`src/rtl/wms_pkg.sv`:
```
// shared types and constants for the weighted mean / sd / se block
package wms_pkg;

  localparam int SW_W = 20;   // weight sum
  localparam int SV_W = 37;   // weighted value sum, signed
  localparam int SQ_W = 52;   // weighted square sum
  localparam int N_W  = 72;   // numerator Sw*Swvv - Swv^2
  localparam int D_W  = 48;   // denominators Sw^2 and Sw^2*count
  localparam int Q_W  = 32;   // variance quotient
  localparam int WV_W = 28;   // one weight * value product, signed
  localparam int VV_W = 31;   // one value square
  localparam int MB_W = 37;   // multiplier operand b
  localparam int DC_W = 6;    // divider step counter

  typedef struct packed {
    logic signed [15:0] sample_value;
    logic [11:0]        sample_weight;
    logic               value_missing;
    logic               last_item;
  } sample_t;

  typedef enum logic [1:0] {
    ST_OK     = 2'd0,
    ST_NONE   = 2'd1,
    ST_ZERO_W = 2'd2,
    ST_OVER   = 2'd3
  } status_t;

  typedef struct packed {
    logic signed [15:0] weighted_mean;
    logic [15:0]        weighted_sd;
    logic [15:0]        standard_error;
    status_t            result_status;
  } result_t;

  typedef enum logic [1:0] {
    KIND_SKIP = 2'd0,
    KIND_ACC  = 2'd1,
    KIND_OVER = 2'd2
  } item_kind_t;

  typedef struct packed {
    item_kind_t             kind;
    logic                   last;
    logic [11:0]            w;
    logic signed [WV_W-1:0] wv;
    logic [VV_W-1:0]        sq;
  } item_t;

  typedef enum logic [3:0] {
    S_ACC,
    S_FIN,
    S_MUL_P1,
    S_MUL_P2,
    S_MUL_D,
    S_MUL_DC,
    S_DIV_MEAN,
    S_DIV_SD,
    S_SQRT_SD,
    S_DIV_SE,
    S_SQRT_SE,
    S_DONE
  } back_state_t;

endpackage

```
`src/rtl/wms_front.sv`:
```
// front end: classifies each transaction and forms its per-item products
module wms_front import wms_pkg::*; #(
  parameter int MAX_ITEMS = 256
) (
  input  logic    clk,
  input  logic    rst,
  input  logic    accept,
  input  sample_t sample,
  output item_t   item
);

  localparam int CW = $clog2(MAX_ITEMS + 1);

  logic [CW-1:0]   count;
  logic [16:0]     mag;
  logic [33:0]     sq_full;
  logic signed [28:0] wv_full;

  always_comb begin
    mag = sample.sample_value[15] ?
          (17'd0 - {sample.sample_value[15], sample.sample_value}) :
          {1'b0, sample.sample_value};
    sq_full = {17'd0, mag} * {17'd0, mag};
    wv_full = $signed({1'b0, sample.sample_weight}) * sample.sample_value;
    item.last = sample.last_item;
    item.w    = sample.sample_weight;
    item.wv   = wv_full[WV_W-1:0];
    item.sq   = sq_full[VV_W-1:0];
    if (sample.value_missing) begin
      item.kind = KIND_SKIP;
    end else if (count == CW'(MAX_ITEMS)) begin
      item.kind = KIND_OVER;
    end else begin
      item.kind = KIND_ACC;
    end
  end

  // survivors seen so far in this run
  always_ff @(posedge clk) begin
    if (rst) begin
      count <= '0;
    end else if (accept) begin
      if (sample.last_item) begin
        count <= '0;
      end else if (item.kind == KIND_ACC) begin
        count <= count + 1'b1;
      end
    end
  end

endmodule

```
`src/rtl/wms_fifo.sv`:
```
// short queue of classified items between front and back
module wms_fifo import wms_pkg::*; #(
  parameter int DEPTH = 4
) (
  input  logic  clk,
  input  logic  rst,
  input  logic  wr,
  input  item_t wr_item,
  output logic  full,
  input  logic  rd,
  output item_t rd_item,
  output logic  valid
);

  localparam int PW = (DEPTH > 1) ? $clog2(DEPTH) : 1;
  localparam int CW = $clog2(DEPTH + 1);

  item_t         mem [DEPTH];
  logic [PW-1:0] wr_ptr;
  logic [PW-1:0] rd_ptr;
  logic [CW-1:0] count;

  assign full    = (count == CW'(DEPTH));
  assign valid   = (count != '0);
  assign rd_item = mem[rd_ptr];

  always_ff @(posedge clk) begin
    if (wr) begin
      mem[wr_ptr] <= wr_item;
    end
  end

  always_ff @(posedge clk) begin
    if (rst) begin
      wr_ptr <= '0;
      rd_ptr <= '0;
      count  <= '0;
    end else begin
      if (wr) begin
        wr_ptr <= (wr_ptr == PW'(DEPTH - 1)) ? '0 : wr_ptr + 1'b1;
      end
      if (rd) begin
        rd_ptr <= (rd_ptr == PW'(DEPTH - 1)) ? '0 : rd_ptr + 1'b1;
      end
      if (wr && !rd) begin
        count <= count + 1'b1;
      end else if (rd && !wr) begin
        count <= count - 1'b1;
      end
    end
  end

endmodule

```
`src/rtl/wms_back.sv`:
```
// back end: accumulates sums and runs the end-of-run arithmetic sequencer
module wms_back import wms_pkg::*; #(
  parameter int MAX_ITEMS = 256
) (
  input  logic    clk,
  input  logic    rst,
  input  item_t   head,
  input  logic    head_valid,
  output logic    head_pop,
  output result_t result,
  output logic    empty,
  input  logic    pop
);

  localparam int CW = $clog2(MAX_ITEMS + 1);

  back_state_t state, state_next;

  logic [SW_W-1:0]        sw;
  logic signed [SV_W-1:0] swv;
  logic [SQ_W-1:0]        swvv;
  logic [CW-1:0]          count;
  logic                   overflow;

  logic [N_W-1:0]  mul_a;
  logic [MB_W-1:0] mul_b;
  logic [N_W-1:0]  mul_acc;
  logic [N_W-1:0]  p1;
  logic [N_W-1:0]  n;
  logic [D_W-1:0]  dd;
  logic [D_W-1:0]  ddc;

  logic [D_W-1:0]  div_rem;
  logic [N_W-1:0]  div_num;
  logic [D_W-1:0]  div_d;
  logic [Q_W-1:0]  div_quo;
  logic [DC_W-1:0] div_cnt;

  logic [Q_W-1:0]  sq_x;
  logic [Q_W-1:0]  sq_res;
  logic [Q_W-1:0]  sq_bit;

  logic [15:0] mean;
  logic [15:0] sd;
  logic [15:0] se;
  status_t     status;
  logic        out_valid;
  result_t     out_data;

  logic [SV_W-1:0] mag;
  logic [42:0]     wsq;
  logic [D_W:0]    div_try;
  logic            div_ge;
  logic [D_W-1:0]  div_rem_next;
  logic [Q_W-1:0]  sq_sum;
  logic            sq_ge;
  logic [16:0]     mean_val;
  logic            mul_done;
  logic            load_out;
  status_t         status_now;

  always_comb begin
    mag    = swv[SV_W-1] ? (SV_W'(0) - swv) : swv;
    wsq    = {31'd0, head.w} * {12'd0, head.sq};
    div_try = {div_rem, div_num[N_W-1]};
    div_ge  = (div_try >= {1'b0, div_d});
    div_rem_next = div_ge ? D_W'(div_try - {1'b0, div_d}) : div_try[D_W-1:0];
    sq_sum = sq_res + sq_bit;
    sq_ge  = (sq_x >= sq_sum);
    mul_done = (mul_b == '0);
    mean_val = swv[SV_W-1] ?
               (17'd0 - div_quo[16:0] - {16'd0, (div_rem != '0)}) : div_quo[16:0];
    if (overflow) begin
      status_now = ST_OVER;
    end else if (count == '0) begin
      status_now = ST_NONE;
    end else if (sw == '0) begin
      status_now = ST_ZERO_W;
    end else begin
      status_now = ST_OK;
    end
  end

  always_ff @(posedge clk) begin
    if (rst) begin
      state <= S_ACC;
    end else begin
      state <= state_next;
    end
  end

  always_comb begin
    state_next = state;
    head_pop   = 1'b0;
    load_out   = 1'b0;
    case (state)
      S_ACC: begin
        head_pop = head_valid;
        if (head_valid && head.last) begin
          state_next = S_FIN;
        end
      end
      S_FIN:      state_next = (status_now == ST_OK) ? S_MUL_P1 : S_DONE;
      S_MUL_P1:   if (mul_done) state_next = S_MUL_P2;
      S_MUL_P2:   if (mul_done) state_next = S_MUL_D;
      S_MUL_D:    if (mul_done) state_next = S_MUL_DC;
      S_MUL_DC:   if (mul_done) state_next = S_DIV_MEAN;
      S_DIV_MEAN: if (div_cnt == '0) state_next = S_DIV_SD;
      S_DIV_SD:   if (div_cnt == '0) state_next = S_SQRT_SD;
      S_SQRT_SD:  if (sq_bit == '0) state_next = S_DIV_SE;
      S_DIV_SE:   if (div_cnt == '0) state_next = S_SQRT_SE;
      S_SQRT_SE:  if (sq_bit == '0) state_next = S_DONE;
      S_DONE: begin
        if (!out_valid || pop) begin
          load_out   = 1'b1;
          state_next = S_ACC;
        end
      end
      default: state_next = S_ACC;
    endcase
  end

  // run accumulators
  always_ff @(posedge clk) begin
    if (rst || load_out) begin
      sw       <= '0;
      swv      <= '0;
      swvv     <= '0;
      count    <= '0;
      overflow <= 1'b0;
    end else if (head_pop) begin
      if (head.kind == KIND_ACC) begin
        sw    <= sw + SW_W'(head.w);
        swv   <= swv + {{(SV_W - WV_W){head.wv[WV_W-1]}}, head.wv};
        swvv  <= swvv + {{(SQ_W - 43){1'b0}}, wsq};
        count <= count + 1'b1;
      end else if (head.kind == KIND_OVER) begin
        overflow <= 1'b1;
      end
    end
  end

  // shift-add multiplier, restoring divider and bitwise square root
  always_ff @(posedge clk) begin
    case (state)
      S_FIN: begin
        status <= status_now;
        mean   <= '0;
        sd     <= '0;
        se     <= '0;
        mul_a   <= {{(N_W - SQ_W){1'b0}}, swvv};
        mul_b   <= {{(MB_W - SW_W){1'b0}}, sw};
        mul_acc <= '0;
      end
      S_MUL_P1, S_MUL_P2, S_MUL_D, S_MUL_DC: begin
        if (!mul_done) begin
          mul_acc <= mul_acc + (mul_b[0] ? mul_a : '0);
          mul_a   <= {mul_a[N_W-2:0], 1'b0};
          mul_b   <= {1'b0, mul_b[MB_W-1:1]};
        end else begin
          mul_acc <= '0;
          case (state)
            S_MUL_P1: begin
              p1    <= mul_acc;
              mul_a <= {{(N_W - SV_W){1'b0}}, mag};
              mul_b <= mag;
            end
            S_MUL_P2: begin
              n     <= p1 - mul_acc;
              mul_a <= {{(N_W - SW_W){1'b0}}, sw};
              mul_b <= {{(MB_W - SW_W){1'b0}}, sw};
            end
            S_MUL_D: begin
              dd    <= mul_acc[D_W-1:0];
              mul_a <= mul_acc;
              mul_b <= {{(MB_W - CW){1'b0}}, count};
            end
            default: begin
              // mean divide: quotient magnitude fits 17 bits
              ddc     <= mul_acc[D_W-1:0];
              div_rem <= {{(D_W - SV_W + 17){1'b0}}, mag[SV_W-1:17]};
              div_num <= {mag[16:0], {(N_W - 17){1'b0}}};
              div_d   <= {{(D_W - SW_W){1'b0}}, sw};
              div_quo <= '0;
              div_cnt <= DC_W'(17);
            end
          endcase
        end
      end
      S_DIV_MEAN, S_DIV_SD, S_DIV_SE: begin
        if (div_cnt != '0) begin
          div_rem <= div_rem_next;
          div_num <= {div_num[N_W-2:0], 1'b0};
          div_quo <= {div_quo[Q_W-2:0], div_ge};
          div_cnt <= div_cnt - 1'b1;
        end else if (state == S_DIV_MEAN) begin
          mean    <= mean_val[15:0];
          div_rem <= {{(D_W - N_W + Q_W){1'b0}}, n[N_W-1:Q_W]};
          div_num <= {n[Q_W-1:0], {(N_W - Q_W){1'b0}}};
          div_d   <= dd;
          div_quo <= '0;
          div_cnt <= DC_W'(Q_W);
        end else begin
          sq_x   <= div_quo;
          sq_res <= '0;
          sq_bit <= {2'b01, {(Q_W - 2){1'b0}}};
        end
      end
      S_SQRT_SD, S_SQRT_SE: begin
        if (sq_bit != '0) begin
          if (sq_ge) begin
            sq_x   <= sq_x - sq_sum;
            sq_res <= {1'b0, sq_res[Q_W-1:1]} + sq_bit;
          end else begin
            sq_res <= {1'b0, sq_res[Q_W-1:1]};
          end
          sq_bit <= {2'b00, sq_bit[Q_W-1:2]};
        end else if (state == S_SQRT_SD) begin
          sd      <= sq_res[15:0];
          div_rem <= {{(D_W - N_W + Q_W){1'b0}}, n[N_W-1:Q_W]};
          div_num <= {n[Q_W-1:0], {(N_W - Q_W){1'b0}}};
          div_d   <= ddc;
          div_quo <= '0;
          div_cnt <= DC_W'(Q_W);
        end else begin
          se <= sq_res[15:0];
        end
      end
      default: begin
      end
    endcase
  end

  // single result register
  always_ff @(posedge clk) begin
    if (load_out) begin
      out_data.weighted_mean  <= mean;
      out_data.weighted_sd    <= sd;
      out_data.standard_error <= se;
      out_data.result_status  <= status;
    end
  end

  always_ff @(posedge clk) begin
    if (rst) begin
      out_valid <= 1'b0;
    end else if (load_out) begin
      out_valid <= 1'b1;
    end else if (pop) begin
      out_valid <= 1'b0;
    end
  end

  assign result = out_data;
  assign empty  = !out_valid;

endmodule

```
`src/rtl/weighted_mean_sd_se_top.sv`:
```
// top level of the weighted mean, standard deviation and standard error block
// Weighted mean / sd / se of a run of samples. Each push transaction carries one
// (value, weight, missing, last) sample; samples stream in at one per clock while
// the run is open, since each costs only a small product in the front end and one
// multiply-accumulate in the back end. A classified-item queue of four entries
// sits between them. The transaction marked last closes the run: the back end then
// works through a shared shift-add multiplier (four products, one operand bit
// per cycle), a restoring divider (17 steps for the mean, 32 for each variance
// quotient) and a bitwise square root (16 steps each), and the queue fills and
// full rises until it is done. Error runs (too many items, no surviving value,
// zero weight) skip the arithmetic and go from the closing state straight to
// the done state. One result waits in an output register until popped; the next
// run's samples are accepted meanwhile.
module weighted_mean_sd_se_top import wms_pkg::*; #(
  parameter int MAX_ITEMS = 256
) (
  input  logic    clk,
  input  logic    rst,
  input  logic    push,
  output logic    full,
  input  sample_t sample,
  output logic    empty,
  input  logic    pop,
  output result_t result
);

  logic  accept;
  item_t front_item;
  item_t head;
  logic  head_valid;
  logic  head_pop;

  // input transaction lands in the queue in the same cycle
  assign accept = push && !full;

  wms_front #(.MAX_ITEMS(MAX_ITEMS)) u_front (
    .clk    (clk),
    .rst    (rst),
    .accept (accept),
    .sample (sample),
    .item   (front_item)
  );

  wms_fifo #(.DEPTH(4)) u_fifo (
    .clk     (clk),
    .rst     (rst),
    .wr      (accept),
    .wr_item (front_item),
    .full    (full),
    .rd      (head_pop),
    .rd_item (head),
    .valid   (head_valid)
  );

  // back end drains the queue and owns the result register
  wms_back #(.MAX_ITEMS(MAX_ITEMS)) u_back (
    .clk        (clk),
    .rst        (rst),
    .head       (head),
    .head_valid (head_valid),
    .head_pop   (head_pop),
    .result     (result),
    .empty      (empty),
    .pop        (pop)
  );

endmodule
```
`config.mk`:
```
export PLATFORM = sky130hd
export DESIGN_NAME = weighted_mean_sd_se_top
export DESIGN_NICKNAME = d
export VERILOG_FILES = /design/src/rtl/wms_pkg.sv /design/src/rtl/wms_front.sv /design/src/rtl/wms_fifo.sv /design/src/rtl/wms_back.sv /design/src/rtl/weighted_mean_sd_se_top.sv
export SDC_FILE = /design/constraint.sdc
export NUM_CORES = 2
export LEC_CHECK = 0
export ABC_AREA = 1
export BUFFER_PORTS_ARGS = -buffer_cell sky130_fd_sc_hd__buf_2
export CORE_UTILIZATION = 35
export DETAILED_ROUTE_END_ITERATION = 10
export GPL_ROUTABILITY_DRIVEN = 1
export PLACE_DENSITY = 0.57
export SYNTH_ARGS = -nofsm -noshare
export SYNTH_HDL_FRONTEND = slang
export SYNTH_SLANG_ARGS = --single-unit
```
`constraint.sdc`:
```
create_clock -name clk -period 10.78 [get_ports clk]
set_input_delay 0 -clock clk [delete_from_list [all_inputs] [get_ports clk]]
set_output_delay 0 -clock clk [all_outputs]
set_load 0.005 [all_outputs]
```
==> flow_summary.yaml <==
status:
  status: "finished clean"
timing:
  hold_viol: 0
  finalSetupTns_ns: 0
  fin_skew_ns: 0.0831
  finalCritPeriodShare_pct: 69.9
  rsz0062_at_grt: "false"
  worst_pin_slew_ns: 1.19
  fmax_mhz: 133
  fin_ws_ns: 3.25
  slew_headroom_pct: 21.0
  layout_min_cycle_time_ns: 7.53
  final_max_slew_viol_count: 0
  setup_viol: 0
setup_path:
  cp-start-kind: "input port"
  crit_arrival_ns: 8.12
  cp_common_cell: "inv_1"
  cp_data_required_time_ns: 11.37
  cp-end-kind: "register"
  cp_max_fo: 19
  cp_slowest_stage_delay_ns: 0.60
  crit_type: "in2reg"
  slowest_stage: "dlygate4sd3_1"
detailed_routing:
  wl_um: 315000
  drtAntennaViolNets: 0
  drtPass1Iterations: 8
  drt-initial-drc-count: 7188
  drc_errors: 0
  vias: 81500
  wl_per_cell_um: 19.6
  viasPerCell: 5.07
layout:
  design_area_sq_um: 109000
  fillers: 29300
  area_growth_pct: 9.47
  drive_above_1_share_pct: 4.05
  post-route-util_pct: 38.5
  final_nets: 13500
cts:
  clockBufferDepth: 4
  insertion_delay_ns: 0.84
  clock-root-buffer: "clkbuf_16"
  cts_tree: "built"
  cts.sinks: 1201
  clk_pin_slew_worst_paths_ns: 0.06
  cts_inserted_buffers: 150
  h-tree-depth: 4
  cts_resized: 0
  post_cts_buffers: 0
floorplan:
  start_util_pct: 35.2
  die-area_sq_um: 286000
  rows: 195
  die_h_um: 535
  core_area_sq_um: 282000
  io_pins: 86
  fp.dieW_um: 535
global_routing:
  grt_antenna_before_repair: 25
  gr-total-overflow: 0
  grt_pass1_wl_um: 482000
  grt_max_degree: 91
  grt_usage_pct: 21.8
  grt_pass1_vias: 80100
yosys:
  ys_seq_area_share_pct: 34.9
  synth_area_sq_um: 99400
  ys_top_cells_by_area: "edfxtp_1 32%, fa_1 14%, nand2_1 10%, inv_1 8.5%, ha_1 7.3%"
  synth_area_per_cell_sq_um: 8.16
  synth_flop_cell: "edfxtp_1"
  synthCells: 12200
  yosysTopAreaCell: "edfxtp_1"
  ys_ff_latch: 1201
  ys_warn_count: 0
  synth.distinct_cells: 61
  async_reset_ff_share_pct: 0
  netlist.area_leader.share_pct: 32.0
  synth_edf_count: 1059
flow_run:
  maxCapViolations: 0
hold_path:
  hold_path_class: "in2reg"
placement:
  place.gp.congestion: 1.00
  place_area_sq_um: 104000
  numPortBuffers: 85
  dpl.hpwl_um: 251000
  dpl_worst_slack_ns: 3.14
[cells in the mapped netlist, types with 7 or more instances]
cell type,n
buf_6,10
inv_1,2248
a32oi_2,24
o21ai_0,678
xor2_1,192
a21o_1,38
o211ai_1,56
nor2_2,10
clkbuf_1,169
buf_1,12
o21ai_1,46
o22ai_1,42
o21a_1,33
inv_2,34
or2_2,17
o21bai_1,69
o221ai_1,19
nor2_1,1282
a211oi_1,9
a21boi_0,16
o2111ai_1,15
buf_2,94
a22o_1,42
a21oi_1,805
dfxtp_1,142
fa_1,697
nand4_1,105
xnor2_1,117
nand2_2,7
a22oi_1,48
nand2_1,2769
edfxtp_1,1059
nor4_1,50
buf_4,11
nand3_1,398
ha_1,582
nand3b_1,24
a32oi_1,18
nor3_1,99
a31oi_1,28
[worst max-delay path: cells and delay by family]
| family | cells | cell delay [ns] |
|---|---|---|
| and+or+nand+nor | 11 | 1.78 |
| adders and majority gates | 8 | 3.50 |
| AOI/OAI and AO/OA | 2 | 0.56 |
| buffers and inverters | 11 | 1.92 |
| xor gates and xnor gates | 1 | 0.33 |
[cell usage in the layout (no fill, tap or decap), drive strengths merged, types with 24 or more instances in the layout]
cell / count
a21oi: 809
nand2: 2776
nand4: 106
a22oi: 48
nor3: 103
nor2: 1295
xor2: 192
nand3: 402
a22o: 42
o21a: 33
a31oi: 28
nand3b: 24
o211ai: 56
nor4: 53
buf: 145
dfxtp: 142
a21o: 38
fa: 697
edfxtp: 1059
clkbuf: 186
clkinv: 59
o22ai: 42
a32oi: 42
ha: 582
o21bai: 69
o21ai: 726
conb: 37
xnor2: 117
inv: 2289
[final timing paths]
| check | from | to | slack [ns] | cells after the start |
|---|---|---|---|---|
| hold / removal | sample[16] | u_fifo.mem[3][33]$_DFFE_PP_ | 0.08 | 5 |
| hold reg to reg | u_back.sd[10]$_DFFE_PP_ | u_back.result[28]$_DFFE_PP_ | 0.41 | 0 |
| setup / recovery | sample[14] | u_fifo.mem[0][26]$_DFFE_PP_ | 3.25 | 33 |
| setup reg to reg | register | u_back.swvv[34]$_SDFFE_PP0P_ | 3.62 | 23 |
[repair_timing]
action,CTS,global route
endpoints found under the hold margin,99,0
hold buffers,19,0
setup endpoints to repair,0,0
[metal layers]
layer  share of wire (%)  global-route usage [%]  up-vias
met5               0.042                       0        -
met2                  45                    35.4     2447
met4                 3.3                    6.66       20
met3                 6.0                    2.33      457
met1                  45                    30.5    39300
li1                    -                       -    39400
[state kept, by name, summed over array words and instances, names as in the netlist, 37 cells and up, named ones only]
| register | cells |
|---|---|
| u_back.swv | 37 |
| u_back.ddc | 48 |
| u_back.mul_b | 37 |
| u_back.div_rem | 48 |
| u_back.result | 50 |
| u_back.n | 72 |
| u_back.div_d | 48 |
| u_fifo.mem | 292 |
| u_back.swvv | 52 |
| u_back.mul_acc | 72 |
| u_back.dd | 48 |
| u_back.mul_a | 72 |
| u_back.p1 | 72 |
[cell families (layout without fill, tap and decap cells)]
group           Yosys count  count (layout)  synth area share, %
flops                  1201            1201                 34.9
buf+inv                2584            2712                 10.0
fa+ha+maj              1279            1279                 21.4
compound gates         2008            2008                 11.6
other cells               2              45              0.00756
simple gates           4794            4794                 19.5
xor+xnor                309             309                 2.72
[layout make-up]
| cell class | count | area, sq um | share of cell area (%) |
|---|---|---|---|
| Tap cell | 3743 | 4680 | 4.30 |
| Clock inverter | 74 | 627 | 0.576 |
| Sequential cell | 1201 | 34600 | 31.8 |
| Inverter | 2288 | 8600 | 7.91 |
| Timing Repair Buffer | 164 | 1070 | 0.980 |
| Clock buffer | 186 | 4030 | 3.70 |
| Multi-Input combinational cell | 8427 | 55100 | 50.7 |
| Antenna cell | 8 | 20.0 | 0.0184 |
[metrics by stage]
stage	hold slack, ns	cells
2_1_floorplan	0.0989	12200
3_3_place_gp	0.312	15800
3_5_place_dp	0.324	15800
4_1_cts	0.0430	16100
5_1_grt	0.107	16100
6_report	0.0785	16100
Power is left out: the tool's default activity adds up to more than one toggle a clock period on the data nets, which glitch-free logic cannot reach.
